$ cat src/hw/rtl/a7dp_pkg.sv
// Shared types, Adam7 pass tables and helper functions for the deinterlace placer.
`default_nettype none

package a7dp_pkg;

  localparam int unsigned PASS_COUNT = 7;
  localparam int unsigned SIZE_W     = 13;
  localparam int unsigned POS_W      = 12;
  localparam int unsigned PIX_W      = 64;
  localparam int unsigned CFG_W      = 13;
  localparam int unsigned CFG_IDX_W  = 3;

  // Register indexes of the configuration port
  localparam logic [CFG_IDX_W-1:0] REG_IMAGE_WIDTH  = 3'd0;
  localparam logic [CFG_IDX_W-1:0] REG_IMAGE_HEIGHT = 3'd1;
  localparam logic [CFG_IDX_W-1:0] REG_BYTES_PER_PX = 3'd2;
  localparam logic [CFG_IDX_W-1:0] REG_PIXEL_FORMAT = 3'd3;
  localparam logic [CFG_IDX_W-1:0] REG_DIB_MODE     = 3'd4;

  // Pixel format codes
  localparam logic [1:0] FMT_GRAY = 2'd0;
  localparam logic [1:0] FMT_RGB  = 2'd1;
  localparam logic [1:0] FMT_RGBA = 2'd2;

  // Adam7 start offsets and log2 of the steps
  localparam logic [2:0] COL_START [PASS_COUNT] = '{3'd0, 3'd4, 3'd0, 3'd2, 3'd0, 3'd1, 3'd0};
  localparam logic [2:0] ROW_START [PASS_COUNT] = '{3'd0, 3'd0, 3'd4, 3'd0, 3'd2, 3'd0, 3'd1};
  localparam logic [1:0] ROW_SHIFT [PASS_COUNT] = '{2'd3, 2'd3, 2'd3, 2'd2, 2'd2, 2'd1, 2'd1};
  localparam logic [1:0] COL_SHIFT [PASS_COUNT] = '{2'd3, 2'd3, 2'd2, 2'd2, 2'd1, 2'd1, 2'd0};

  typedef logic [SIZE_W-1:0] size_t;

  typedef struct packed {
    logic [PASS_COUNT-1:0]             filled;
    logic [PASS_COUNT-1:0][SIZE_W-1:0] cols;
    logic [PASS_COUNT-1:0][SIZE_W-1:0] rows;
    logic [SIZE_W-1:0]                 height;
    logic [2:0]                        first;
    logic                              any;
  } geom_t;

  // Lowest filled pass strictly above p; MSB flags a hit.
  function automatic logic [3:0] next_after(input logic [PASS_COUNT-1:0] filled,
                                            input logic [2:0] p);
    logic [3:0] res;
    res = 4'd0;
    for (int i = PASS_COUNT - 1; i >= 0; i--) begin
      if ((3'(i) > p) && filled[i]) begin
        res = {1'b1, 3'(i)};
      end
    end
    return res;
  endfunction

  function automatic logic [PIX_W-1:0] byte_mask(input logic [3:0] n);
    logic [PIX_W-1:0] m;
    m = '0;
    for (int b = 0; b < 8; b++) begin
      if (4'(b) < n) begin
        m[8*b +: 8] = 8'hFF;
      end
    end
    return m;
  endfunction

  function automatic logic [PIX_W-1:0] shape_pixel(input logic [PIX_W-1:0] v,
                                                   input logic [1:0] fmt,
                                                   input logic [3:0] bpp,
                                                   input logic dib);
    logic [PIX_W-1:0] r;
    case (fmt) inside
      FMT_RGB, FMT_RGBA: begin
        r = v & byte_mask((fmt == FMT_RGB) ? 4'd3 : 4'd4);
        if (dib) begin
          r = {r[63:24], r[7:0], r[15:8], r[23:16]};
        end
      end
      default: begin
        r = v & byte_mask(bpp);
      end
    endcase
    return r;
  endfunction

endpackage

`default_nettype wire

$ cat src/hw/rtl/adam7_deinterlace_placer_top.sv
// Top level of the Adam7 deinterlace placer: position tracking and output register.
//
//  Channel | Direction | Handshake              | Payload
//  --------+-----------+------------------------+----------------------------------------
//  in      | input     | in_valid_i/in_ready_o   | pixel_in_i
//  out     | output    | out_valid_o/out_ready_i | dest_column_o dest_row_o pixel_out_o
//          |           |                         | pass_index_o last_of_image_o
//  cfg     | input     | cfg_we_i                | cfg_index_i cfg_data_i
//
//  One pixel per clock while in_ready_o is high; a result appears the cycle after its input transfer.
//  The output register holds each result; the pass/row/column counters give its position.
//  Reset and any register write restart at the first non-empty pass, row 0, column 0.
//  in_ready_o is high while the output register is empty or being drained.
//  A pixel taken while the image is empty is dropped without a result.
`default_nettype none

module adam7_deinterlace_placer_top import a7dp_pkg::*; #(
  parameter int unsigned MAX_SIDE = 4096
) (
  input  wire logic                 clk_i,
  input  wire logic                 rst_ni,
  input  wire logic                 cfg_we_i,
  input  wire logic [CFG_IDX_W-1:0] cfg_index_i,
  input  wire logic [CFG_W-1:0]     cfg_data_i,
  input  wire logic                 in_valid_i,
  output logic                      in_ready_o,
  input  wire logic [PIX_W-1:0]     pixel_in_i,
  output logic                      out_valid_o,
  input  wire logic                 out_ready_i,
  output logic [POS_W-1:0]          dest_column_o,
  output logic [POS_W-1:0]          dest_row_o,
  output logic [PIX_W-1:0]          pixel_out_o,
  output logic [2:0]                pass_index_o,
  output logic                      last_of_image_o
);

  logic [SIZE_W-1:0] width_q, height_q;
  logic [3:0]        bpp_q;
  logic [1:0]        fmt_q;
  logic              dib_q;
  logic              cfg_hit;

  logic [2:0]        pass_q, pass_d;
  logic [POS_W-1:0]  row_q, row_d, col_q, col_d;

  logic              out_valid_q;
  logic [POS_W-1:0]  dcol_q, drow_q;
  logic [PIX_W-1:0]  pix_q;
  logic [2:0]        opass_q;
  logic              last_q;

  geom_t             geom;
  logic              pass_ok, in_xfer, emit;
  logic [2:0]        p;
  logic [SIZE_W-1:0] cols, rows, col_inc, row_inc;
  logic [POS_W-1:0]  colc, rowc, dcol, drow_raw, drow;
  logic              col_wrap, row_wrap, last;
  logic [3:0]        nxt;

  a7dp_pass_geom #(
    .MAX_SIDE(MAX_SIDE)
  ) u_geom (
    .width_i (width_q),
    .height_i(height_q),
    .geom_o  (geom)
  );

  assign in_ready_o = !out_valid_q || out_ready_i;
  assign in_xfer    = in_valid_i && in_ready_o;
  assign emit       = in_xfer && geom.any;

  always_comb begin
    unique case (cfg_index_i) inside
      REG_IMAGE_WIDTH, REG_IMAGE_HEIGHT, REG_BYTES_PER_PX,
      REG_PIXEL_FORMAT, REG_DIB_MODE: cfg_hit = cfg_we_i;
      default:                        cfg_hit = 1'b0;
    endcase
  end

  always_comb begin
    // Fall back to the first filled pass when the held pass is empty
    pass_ok  = geom.filled[pass_q];
    p        = pass_ok ? pass_q : geom.first;
    cols     = geom.cols[p];
    rows     = geom.rows[p];
    colc     = (pass_ok && ({1'b0, col_q} < cols)) ? col_q : '0;
    rowc     = (pass_ok && ({1'b0, row_q} < rows)) ? row_q : '0;
    col_inc  = {1'b0, colc} + SIZE_W'(1);
    row_inc  = {1'b0, rowc} + SIZE_W'(1);
    col_wrap = col_inc >= cols;
    row_wrap = row_inc >= rows;
    nxt      = next_after(geom.filled, p);
    last     = col_wrap && row_wrap && !nxt[3];

    dcol     = POS_W'(COL_START[p]) + (colc << COL_SHIFT[p]);
    drow_raw = POS_W'(ROW_START[p]) + (rowc << ROW_SHIFT[p]);
    drow     = dib_q ? (geom.height[POS_W-1:0] - POS_W'(1) - drow_raw) : drow_raw;

    col_d  = col_wrap ? '0 : col_inc[POS_W-1:0];
    row_d  = rowc;
    pass_d = p;
    if (col_wrap) begin
      row_d = row_wrap ? '0 : row_inc[POS_W-1:0];
      if (row_wrap) begin
        pass_d = nxt[3] ? nxt[2:0] : geom.first;
      end
    end
  end

  always_ff @(posedge clk_i or negedge rst_ni) begin
    if (!rst_ni) begin
      width_q  <= SIZE_W'(1);
      height_q <= SIZE_W'(1);
      bpp_q    <= 4'd1;
      fmt_q    <= FMT_GRAY;
      dib_q    <= 1'b0;
    end else if (cfg_we_i) begin
      unique case (cfg_index_i)
        REG_IMAGE_WIDTH:  width_q  <= cfg_data_i;
        REG_IMAGE_HEIGHT: height_q <= cfg_data_i;
        REG_BYTES_PER_PX: bpp_q    <= cfg_data_i[3:0];
        REG_PIXEL_FORMAT: fmt_q    <= cfg_data_i[1:0];
        REG_DIB_MODE:     dib_q    <= cfg_data_i[0];
        default: ;
      endcase
    end
  end

  // Position counters; pass 0 on restart resolves to the first filled pass at use
  always_ff @(posedge clk_i or negedge rst_ni) begin
    if (!rst_ni) begin
      pass_q <= 3'd0;
      row_q  <= '0;
      col_q  <= '0;
    end else if (cfg_hit) begin
      pass_q <= 3'd0;
      row_q  <= '0;
      col_q  <= '0;
    end else if (emit) begin
      pass_q <= pass_d;
      row_q  <= row_d;
      col_q  <= col_d;
    end
  end

  always_ff @(posedge clk_i or negedge rst_ni) begin
    if (!rst_ni) begin
      out_valid_q <= 1'b0;
    end else if (emit) begin
      out_valid_q <= 1'b1;
    end else if (out_ready_i) begin
      out_valid_q <= 1'b0;
    end
  end

  always_ff @(posedge clk_i) begin
    if (emit) begin
      dcol_q  <= dcol;
      drow_q  <= drow;
      pix_q   <= shape_pixel(pixel_in_i, fmt_q, bpp_q, dib_q);
      opass_q <= p;
      last_q  <= last;
    end
  end

  assign out_valid_o     = out_valid_q;
  assign dest_column_o   = dcol_q;
  assign dest_row_o      = drow_q;
  assign pixel_out_o     = pix_q;
  assign pass_index_o    = opass_q;
  assign last_of_image_o = last_q;

  a_pass_range: assert property (@(posedge clk_i) disable iff (!rst_ni)
    pass_q <= 3'd6)
    else $error("pass counter out of range");

  a_cfg_restart: assert property (@(posedge clk_i) disable iff (!rst_ni)
    cfg_hit |=> (pass_q == 3'd0) && (row_q == '0) && (col_q == '0))
    else $error("register write did not restart position");

  a_last_wraps: assert property (@(posedge clk_i) disable iff (!rst_ni)
    (emit && last && !cfg_hit) |=> (row_q == '0) && (col_q == '0) && (pass_q == $past(geom.first)))
    else $error("position not wrapped after last pixel");

  a_emit_result: assert property (@(posedge clk_i) disable iff (!rst_ni)
    emit |=> out_valid_o)
    else $error("transfer with filled image produced no result");

endmodule

`default_nettype wire

$ cat src/hw/rtl/a7dp_pass_geom.sv
// Per-pass column/row counts and occupancy derived from the image size.
`default_nettype none

module a7dp_pass_geom import a7dp_pkg::*; #(
  parameter int unsigned MAX_SIDE = 4096
) (
  input  wire logic [SIZE_W-1:0] width_i,
  input  wire logic [SIZE_W-1:0] height_i,
  output geom_t                  geom_o
);

  localparam int unsigned SideLimit = (MAX_SIDE > 8191) ? 8191 : MAX_SIDE;
  localparam logic [SIZE_W-1:0] SideMax = SIZE_W'(SideLimit);

  size_t w_clamp, h_clamp;

  function automatic size_t span(input size_t sz, input logic [2:0] start,
                                 input logic [1:0] sh);
    logic [SIZE_W:0] num;
    logic [SIZE_W:0] bias;
    bias = (SIZE_W + 1)'((1 << sh) - 1);
    num  = {1'b0, sz} - {11'd0, start} + bias;
    if (sz <= {10'd0, start}) begin
      return '0;
    end
    return SIZE_W'(num >> sh);
  endfunction

  always_comb begin
    w_clamp = (width_i > SideMax) ? SideMax : width_i;
    h_clamp = (height_i > SideMax) ? SideMax : height_i;
    geom_o.height = h_clamp;
    for (int p = 0; p < PASS_COUNT; p++) begin
      geom_o.cols[p]   = span(w_clamp, COL_START[p], COL_SHIFT[p]);
      geom_o.rows[p]   = span(h_clamp, ROW_START[p], ROW_SHIFT[p]);
      geom_o.filled[p] = (geom_o.cols[p] != '0) && (geom_o.rows[p] != '0);
    end
    geom_o.any   = |geom_o.filled;
    geom_o.first = 3'd0;
    for (int p = PASS_COUNT - 1; p >= 0; p--) begin
      if (geom_o.filled[p]) begin
        geom_o.first = 3'(p);
      end
    end
  end

endmodule

`default_nettype wire
$ cat config.mk
export PLATFORM = sky130hd
export DESIGN_NAME = adam7_deinterlace_placer_top
export DESIGN_NICKNAME = d
export VERILOG_FILES = /design/src/hw/rtl/a7dp_pkg.sv /design/src/hw/rtl/adam7_deinterlace_placer_top.sv /design/src/hw/rtl/a7dp_pass_geom.sv
export SDC_FILE = /design/constraint.sdc
export NUM_CORES = 1
export LEC_CHECK = 0
export BUFFER_PORTS_ARGS = -buffer_cell sky130_fd_sc_hd__buf_2
export CORE_MARGIN = 2
export CORE_UTILIZATION = 27
export DETAILED_ROUTE_END_ITERATION = 8
export PLACE_DENSITY_LB_ADDON = 0.05
export SYNTH_ARGS = -nofsm -noshare
export SYNTH_HDL_FRONTEND = slang
export SYNTH_HIERARCHICAL = 1
export SYNTH_SLANG_ARGS = --single-unit
$ cat constraint.sdc
create_clock -name clk_i -period 11.18 [get_ports clk_i]
set_input_delay 2.236 -clock clk_i [delete_from_list [all_inputs] [get_ports clk_i]]
set_output_delay 2.236 -clock clk_i [all_outputs]
set_load 0.05 [all_outputs]
==> results of run 1 <==
[per-stage QoR]
| step | utilization [%] | std cells |
|---|---|---|
| 3_3_place_gp | 30.1 | 2665 |
| 2_1_floorplan | - | 1848 |
| 4_1_cts | 31.1 | 2697 |
| 5_1_grt | 31.3 | 2700 |
| 6_report | 31.3 | 2700 |
| 3_5_place_dp | 30.1 | 2665 |
[report_power, final]
part / switching [mW] / total [mW] / internal, mW
sequential: 0.118 / 0.818 / 0.701
clock: 0.296 / 0.592 / 0.296
combinational: 1.03 / 1.59 / 0.558
total: 1.44 / 3.00 / 1.55
[worst max path at each step]
stage | startpoint | end | slack (ns)
5_1_grt | height_q[12]$_DFFE_PN0P_ | col_q[3]$_DFFE_PN0P_ | 0.01
3_5_place_dp | height_q[12]$_DFFE_PN0P_ | row_q[7]$_DFFE_PN0P_ | 0.23
6_report | height_q[12]$_DFFE_PN0P_ | row_q[7]$_DFFE_PN0P_ | 0.75
2_1_floorplan | height_q[12]$_DFFE_PN0P_ | row_q[11]$_DFFE_PN0P_ | 1.04
3_3_place_gp | height_q[12]$_DFFE_PN0P_ | row_q[8]$_DFFE_PN0P_ | 0.20
4_1_cts | height_q[12]$_DFFE_PN0P_ | row_q[7]$_DFFE_PN0P_ | 0.14
[cell usage in the layout (no fill, tap or decap), types with 12 or more instances in the layout]
| cell type | instances |
|---|---|
| nor3_1 | 30 |
| edfxtp_1 | 92 |
| dfrtp_1 | 56 |
| a21oi_1 | 113 |
| mux2i_1 | 54 |
| a21o_1 | 17 |
| conb_1 | 28 |
| a22o_1 | 15 |
| nand4_1 | 26 |
| o21ai_0 | 79 |
| xnor2_1 | 83 |
| a31oi_1 | 35 |
| o22ai_1 | 15 |
| and2_1 | 44 |
| nor2_1 | 141 |
| buf_2 | 178 |
| inv_1 | 68 |
| mux2_2 | 38 |
| or3_1 | 13 |
| o21a_1 | 20 |
| nand2_1 | 220 |
| a211oi_1 | 12 |
| nor2b_1 | 39 |
| and3_1 | 31 |
| nor4_1 | 12 |
| o21ai_1 | 15 |
| buf_4 | 47 |
| o31ai_1 | 13 |
| nand3_1 | 42 |
| ha_1 | 66 |
| xor2_1 | 58 |
| clkbuf_16 | 17 |
| nand2b_1 | 18 |
[repair_timing]
item,in CTS,in global routing
endpoints found under the setup margin,0,34
setup buffers,0,3
gates resized for setup,0,14
[cell type report]
class / instances / area, um2 / share of cell area [%]
multi-input cells: 1464 / 9830 / 57.1
flip-flops and latches: 153 / 4300 / 24.9
repair buffers: 227 / 1280 / 7.45
well taps: 748 / 936 / 5.43
clock buffers: 17 / 425 / 2.47
inverters: 76 / 299 / 1.74
clock inverters: 15 / 149 / 0.865
[layer usage]
| layer | share of wire (%) | global-route usage (%) |
|---|---|---|
| met1 | 45 | 25.0 |
| met2 | 50 | 34.0 |
| met3 | 2.9 | 2.71 |
| met4 | 1.8 | 5.40 |
| met5 | 0 | 0 |
[worst max-delay path, delay by kind of cell, from the launching register on]
kind | cells | cell delay (ns)
AOI/OAI and AO/OA | 27 | 5.02
and+or+nand+nor | 9 | 2.37
adders and majority gates | 4 | 1.15
buffers and inverters | 4 | 0.72
muxes | 2 | 0.59
DFF | 1 | 0.50
[state kept, by name, summed over array words and instances (netlist names)]
signal / count
last_of_image_o: 1
dest_row_o: 12
fmt_q: 2
col_q: 12
height_q: 13
dest_column_o: 12
row_q: 12
bpp_q: 4
pass_index_o: 3
pixel_out_o: 64
dib_q: 1
out_valid_o: 1
pass_q: 3
width_q: 13
==> results.cfg, run 1 <==
[timing]
fin_skew_ns = 0.0184
drv_slew = 0
grt_setup_unrepaired = no
setup_viol = 0
hold_ws_ns = 0.510
setup_ws_ns = 0.750
tightest_slew_ns = 1.29
timing.final.crit_share_pct = 93.3
max_freq_mhz = 95.9
maxSlewHeadroom_pct = 13.4
fin_crit_ns = 10.43
setup_tns_ns = 0
hold_viol_final = 0

[worst_setup_path]
worstPathRequired_ns = 11.60
critPathMaxStageDelay_ns = 0.60
rrSetupSlack_ns = 0.75
r2r_end = row_q[7]$_DFFE_PN0P_
crit_path_start_kind = flop
critPathSlowestCell = nor4_2
path_max_fanout = 23
rr_startpoint = height_q[12]$_DFFE_PN0P_
critPathKind = flop to flop
rr_worst_depth = 46
crit_arrival_ns = 10.85
end_kind = flop
crit_top_cell = o21a_1

[global_routing]
grt-ovfl-total = 0
grt_pass1_vias = 13700
grt_pass1_wl_mm = 85.0
antenna_found_initial = 0
track_usage_pct = 19.5
grt_max_degree = 72

[power_and_ir_drop]
p_leak_nw = 7.11
power_density_mw_per_mm2 = 174
power_mw = 3.00
ir_worst_vdd_mv = 0.143

[synth]
syn_avg_cell_area_um2 = 8.26
synth_area_mm2 = 0.0150
yosys_warnings = 6
synthCells = 1822

[finish]
fillers = 6015
drive_above_1_share_pct = 19.7
final_area_mm2 = 0.0172
antennaDiodeCount = 0
syn2layout_area_growth_pct = 14.5
fin_nets = 2093

[detailed_routing]
drt_first_pass_iters = 5
wl_per_cell_um = 20.3
antenna_left = 0
drt-initial-drc-count = 851
routed_wl_mm = 54.9
vias_per_cell = 5.09
drcViolationCount = 0
vias = 13800

[worst_hold_path]
holdCritStartpoint = fmt_q[1]$_DFFE_PN0P_
holdPathStages = 1
hold_end = fmt_q[1]$_DFFE_PN0P_
worstHoldPathType = flop to flop

[place]
routabilityCongestion = 0.833
place_ws_ns = 0.225
hpwl_mm = 42.0
portBuffers = 178
dpl_cell_area_mm2 = 0.0166

[clocking]
clockRootBuffer = clkbuf_16
clk_latency_ns = 0.50
ctsHtreeMaxLevel = 4
tritoncts = done
cts_hold_buf = 0
clock-sinks = 153
cts_buffers = 17
cts_buffer_depth = 2
clkTransAtPathRegs_ns = 0.08

[floorplan]
die_height_um = 240
fp.coreArea_mm2 = 0.0551
row_count = 86
start_util_pct = 27.3
die_w_um = 240
fp.dieArea_mm2 = 0.0576
ios = 179

[status]
outcome = finished, final reports clean

[flow_run]
max_cap_viol_count = 0
Power figures use the tool's default switching activity.
==> inputs of run 2 (changes only) <==
--- a/config.mk
+++ b/config.mk
@@ -9,7 +9,6 @@
 export CORE_MARGIN = 2
 export CORE_UTILIZATION = 27
 export DETAILED_ROUTE_END_ITERATION = 8
-export PLACE_DENSITY_LB_ADDON = 0.05
 export SYNTH_ARGS = -nofsm -noshare
 export SYNTH_HDL_FRONTEND = slang
 export SYNTH_HIERARCHICAL = 1
==> run 2 against run 1 <==
  * First-iteration DRC count is 46% higher
  * Sequential share of layout area is 0.087 points higher
  * Critical path depth is 1 lower
  * Highest routed layer unchanged
==> results.cfg, run 2 (same netlist as run 1, synthesis figures left out) <==
[status]
outcome = finished, final reports clean

[floorplan]
ios = 179
die_height_um = 240
die_w_um = 240
fp.dieArea_mm2 = 0.0576
row_count = 86
fp.coreArea_mm2 = 0.0551
start_util_pct = 27.3

[clocking]
clk_latency_ns = 0.47
tritoncts = done
cts_buffers = 17
clock-sinks = 153
cts_buffer_depth = 2
clockRootBuffer = clkbuf_16
cts_hold_buf = 0
ctsHtreeMaxLevel = 4
clkTransAtPathRegs_ns = 0.08

[detailed_routing]
drt_first_pass_iters = 7
drcViolationCount = 0
wl_per_cell_um = 18.6
vias = 14100
drt-initial-drc-count = 1243
routed_wl_mm = 50.1
antenna_left = 0
vias_per_cell = 5.21

[worst_setup_path]
crit_path_start_kind = flop
critPathMaxStageDelay_ns = 0.50
worstPathRequired_ns = 11.37
critical_path.top_delay_family = simple AND/OR/NAND/NOR gates
crit_top_cell = a21oi_1
crit_arrival_ns = 10.61
r2r_end = dest_row_o[11]$_DFFE_PP_
critPathSlowestCell = o41ai_2
rr_startpoint = height_q[12]$_DFFE_PN0P_
path_max_fanout = 35
critPathKind = flop to flop
rrSetupSlack_ns = 0.76
rr_worst_depth = 45
crit_buf_inv = 6
end_kind = flop

[power_and_ir_drop]
power_mw = 2.95
ir_worst_vdd_mv = 0.0850
power_density_mw_per_mm2 = 172
p_leak_nw = 7.09

[timing]
hold_ws_ns = 0.519
setup_tns_ns = 0
timing.final.crit_share_pct = 93.2
maxSlewHeadroom_pct = 15.1
hold_viol_final = 0
tightest_slew_ns = 1.27
drv_slew = 0
setup_ws_ns = 0.762
grt_setup_unrepaired = no
fin_crit_ns = 10.42
max_freq_mhz = 96.0
fin_skew_ns = 0.0236
setup_viol = 0

[finish]
syn2layout_area_growth_pct = 14.0
layout_commonest_cell = nand2_1
drive_above_1_share_pct = 19.3
antennaDiodeCount = 0
final_cells = 2698
layout_common_cells = nand2_1, buf_2, nor2_1, a21oi_1, edfxtp_1
largest_reg_flops = 64
fin_nets = 2091

[place]
routabilityCongestion = 0.981
place_ws_ns = 0.270
dp.cells = 2664
portBuffers = 178
hpwl_mm = 38.0

[worst_hold_path]
worstHoldPathType = flop to flop
hold_end = fmt_q[1]$_DFFE_PN0P_
holdPathStages = 1
holdCritStartpoint = fmt_q[1]$_DFFE_PN0P_

[global_routing]
grt-ovfl-total = 0
antenna_found_initial = 0
grt_max_degree = 72
grt_pass1_vias = 13900
grt_pass1_wl_mm = 78.4
track_usage_pct = 17.4

[flow_run]
max_cap_viol_count = 0
run 2: cell count changes in the layout (fill, tap and decap cells not counted), moves of 2 or more:
cell / previous run / this run
clkinv_1: 1 / 3
clkinvlp_4: 2 / 4
inv_6: 5 / 3
buf_4: 47 / 44
run 2: metal layers:
metal	GRT usage (%)	vias up	routed length, um
li1	-	6709	-
met1	21.9	6804	21800
met2	29.8	448	24400
met3	2.19	103	2270
met4	7.27	0	1650
met5	0	-	0
run 2: how the worst max path moves through the flow:
| stage | from | endpoint | slack, ns | depth (start not counted) |
|---|---|---|---|---|
| final | height_q[12]$_DFFE_PN0P_ | dest_row_o[11]$_DFFE_PP_ | 0.76 | 45 |
| after global routing | height_q[12]$_DFFE_PN0P_ | dest_row_o[11]$_DFFE_PP_ | 0.003 | 45 |
| after CTS | height_q[12]$_DFFE_PN0P_ | col_q[5]$_DFFE_PN0P_ | 0.20 | 47 |
| after detailed placement | height_q[12]$_DFFE_PN0P_ | col_q[5]$_DFFE_PN0P_ | 0.27 | 47 |
| after global placement | height_q[12]$_DFFE_PN0P_ | col_q[5]$_DFFE_PN0P_ | 0.43 | 47 |
| after floorplan | height_q[12]$_DFFE_PN0P_ | row_q[11]$_DFFE_PN0P_ | 1.04 | 52 |
run 2: per-stage QoR:
stage | area [um2] | utilization, %
finish | 17200 | 31.1
CTS | 17100 | 31.0
floorplan | 15100 | -
global route | 17200 | 31.1
detailed placement | 16500 | 30.0
global placement | 16500 | 30.0
run 2: area by class of cell:
class	instances	area [um2]
multi-input combinational	1464	9820
inverter	76	299
fill	5841	37900
tap	748	936
timing repair buffer	225	1260
sequential	153	4290
clock inverter	14	118
clock buffer	18	429
run 2: what timing repair did:
action	4_1_cts	5_1_grt
resized for setup	0	15
setup endpoints to repair	0	34
buffers inserted	0	1
run 2: worst register-to-register path: cells and delay by family, from the launching register on:
family                     cells  cell delay (ns)
AOI/OAI and AO/OA             17             3.10
buffers and inverters          6             1.20
adders and majority gates      4             1.49
xor gates and xnor gates       3             0.48
and+or+nand+nor               15             3.48
DFF                            1             0.38
run 2: power by group:
part	switching, mW	leakage [nW]	total, mW	internal [mW]
sequential	0.107	1.68	0.808	0.701
clock	0.283	0.265	0.573	0.290
combinational	1.02	5.15	1.57	0.554
total	1.41	7.09	2.95	1.55
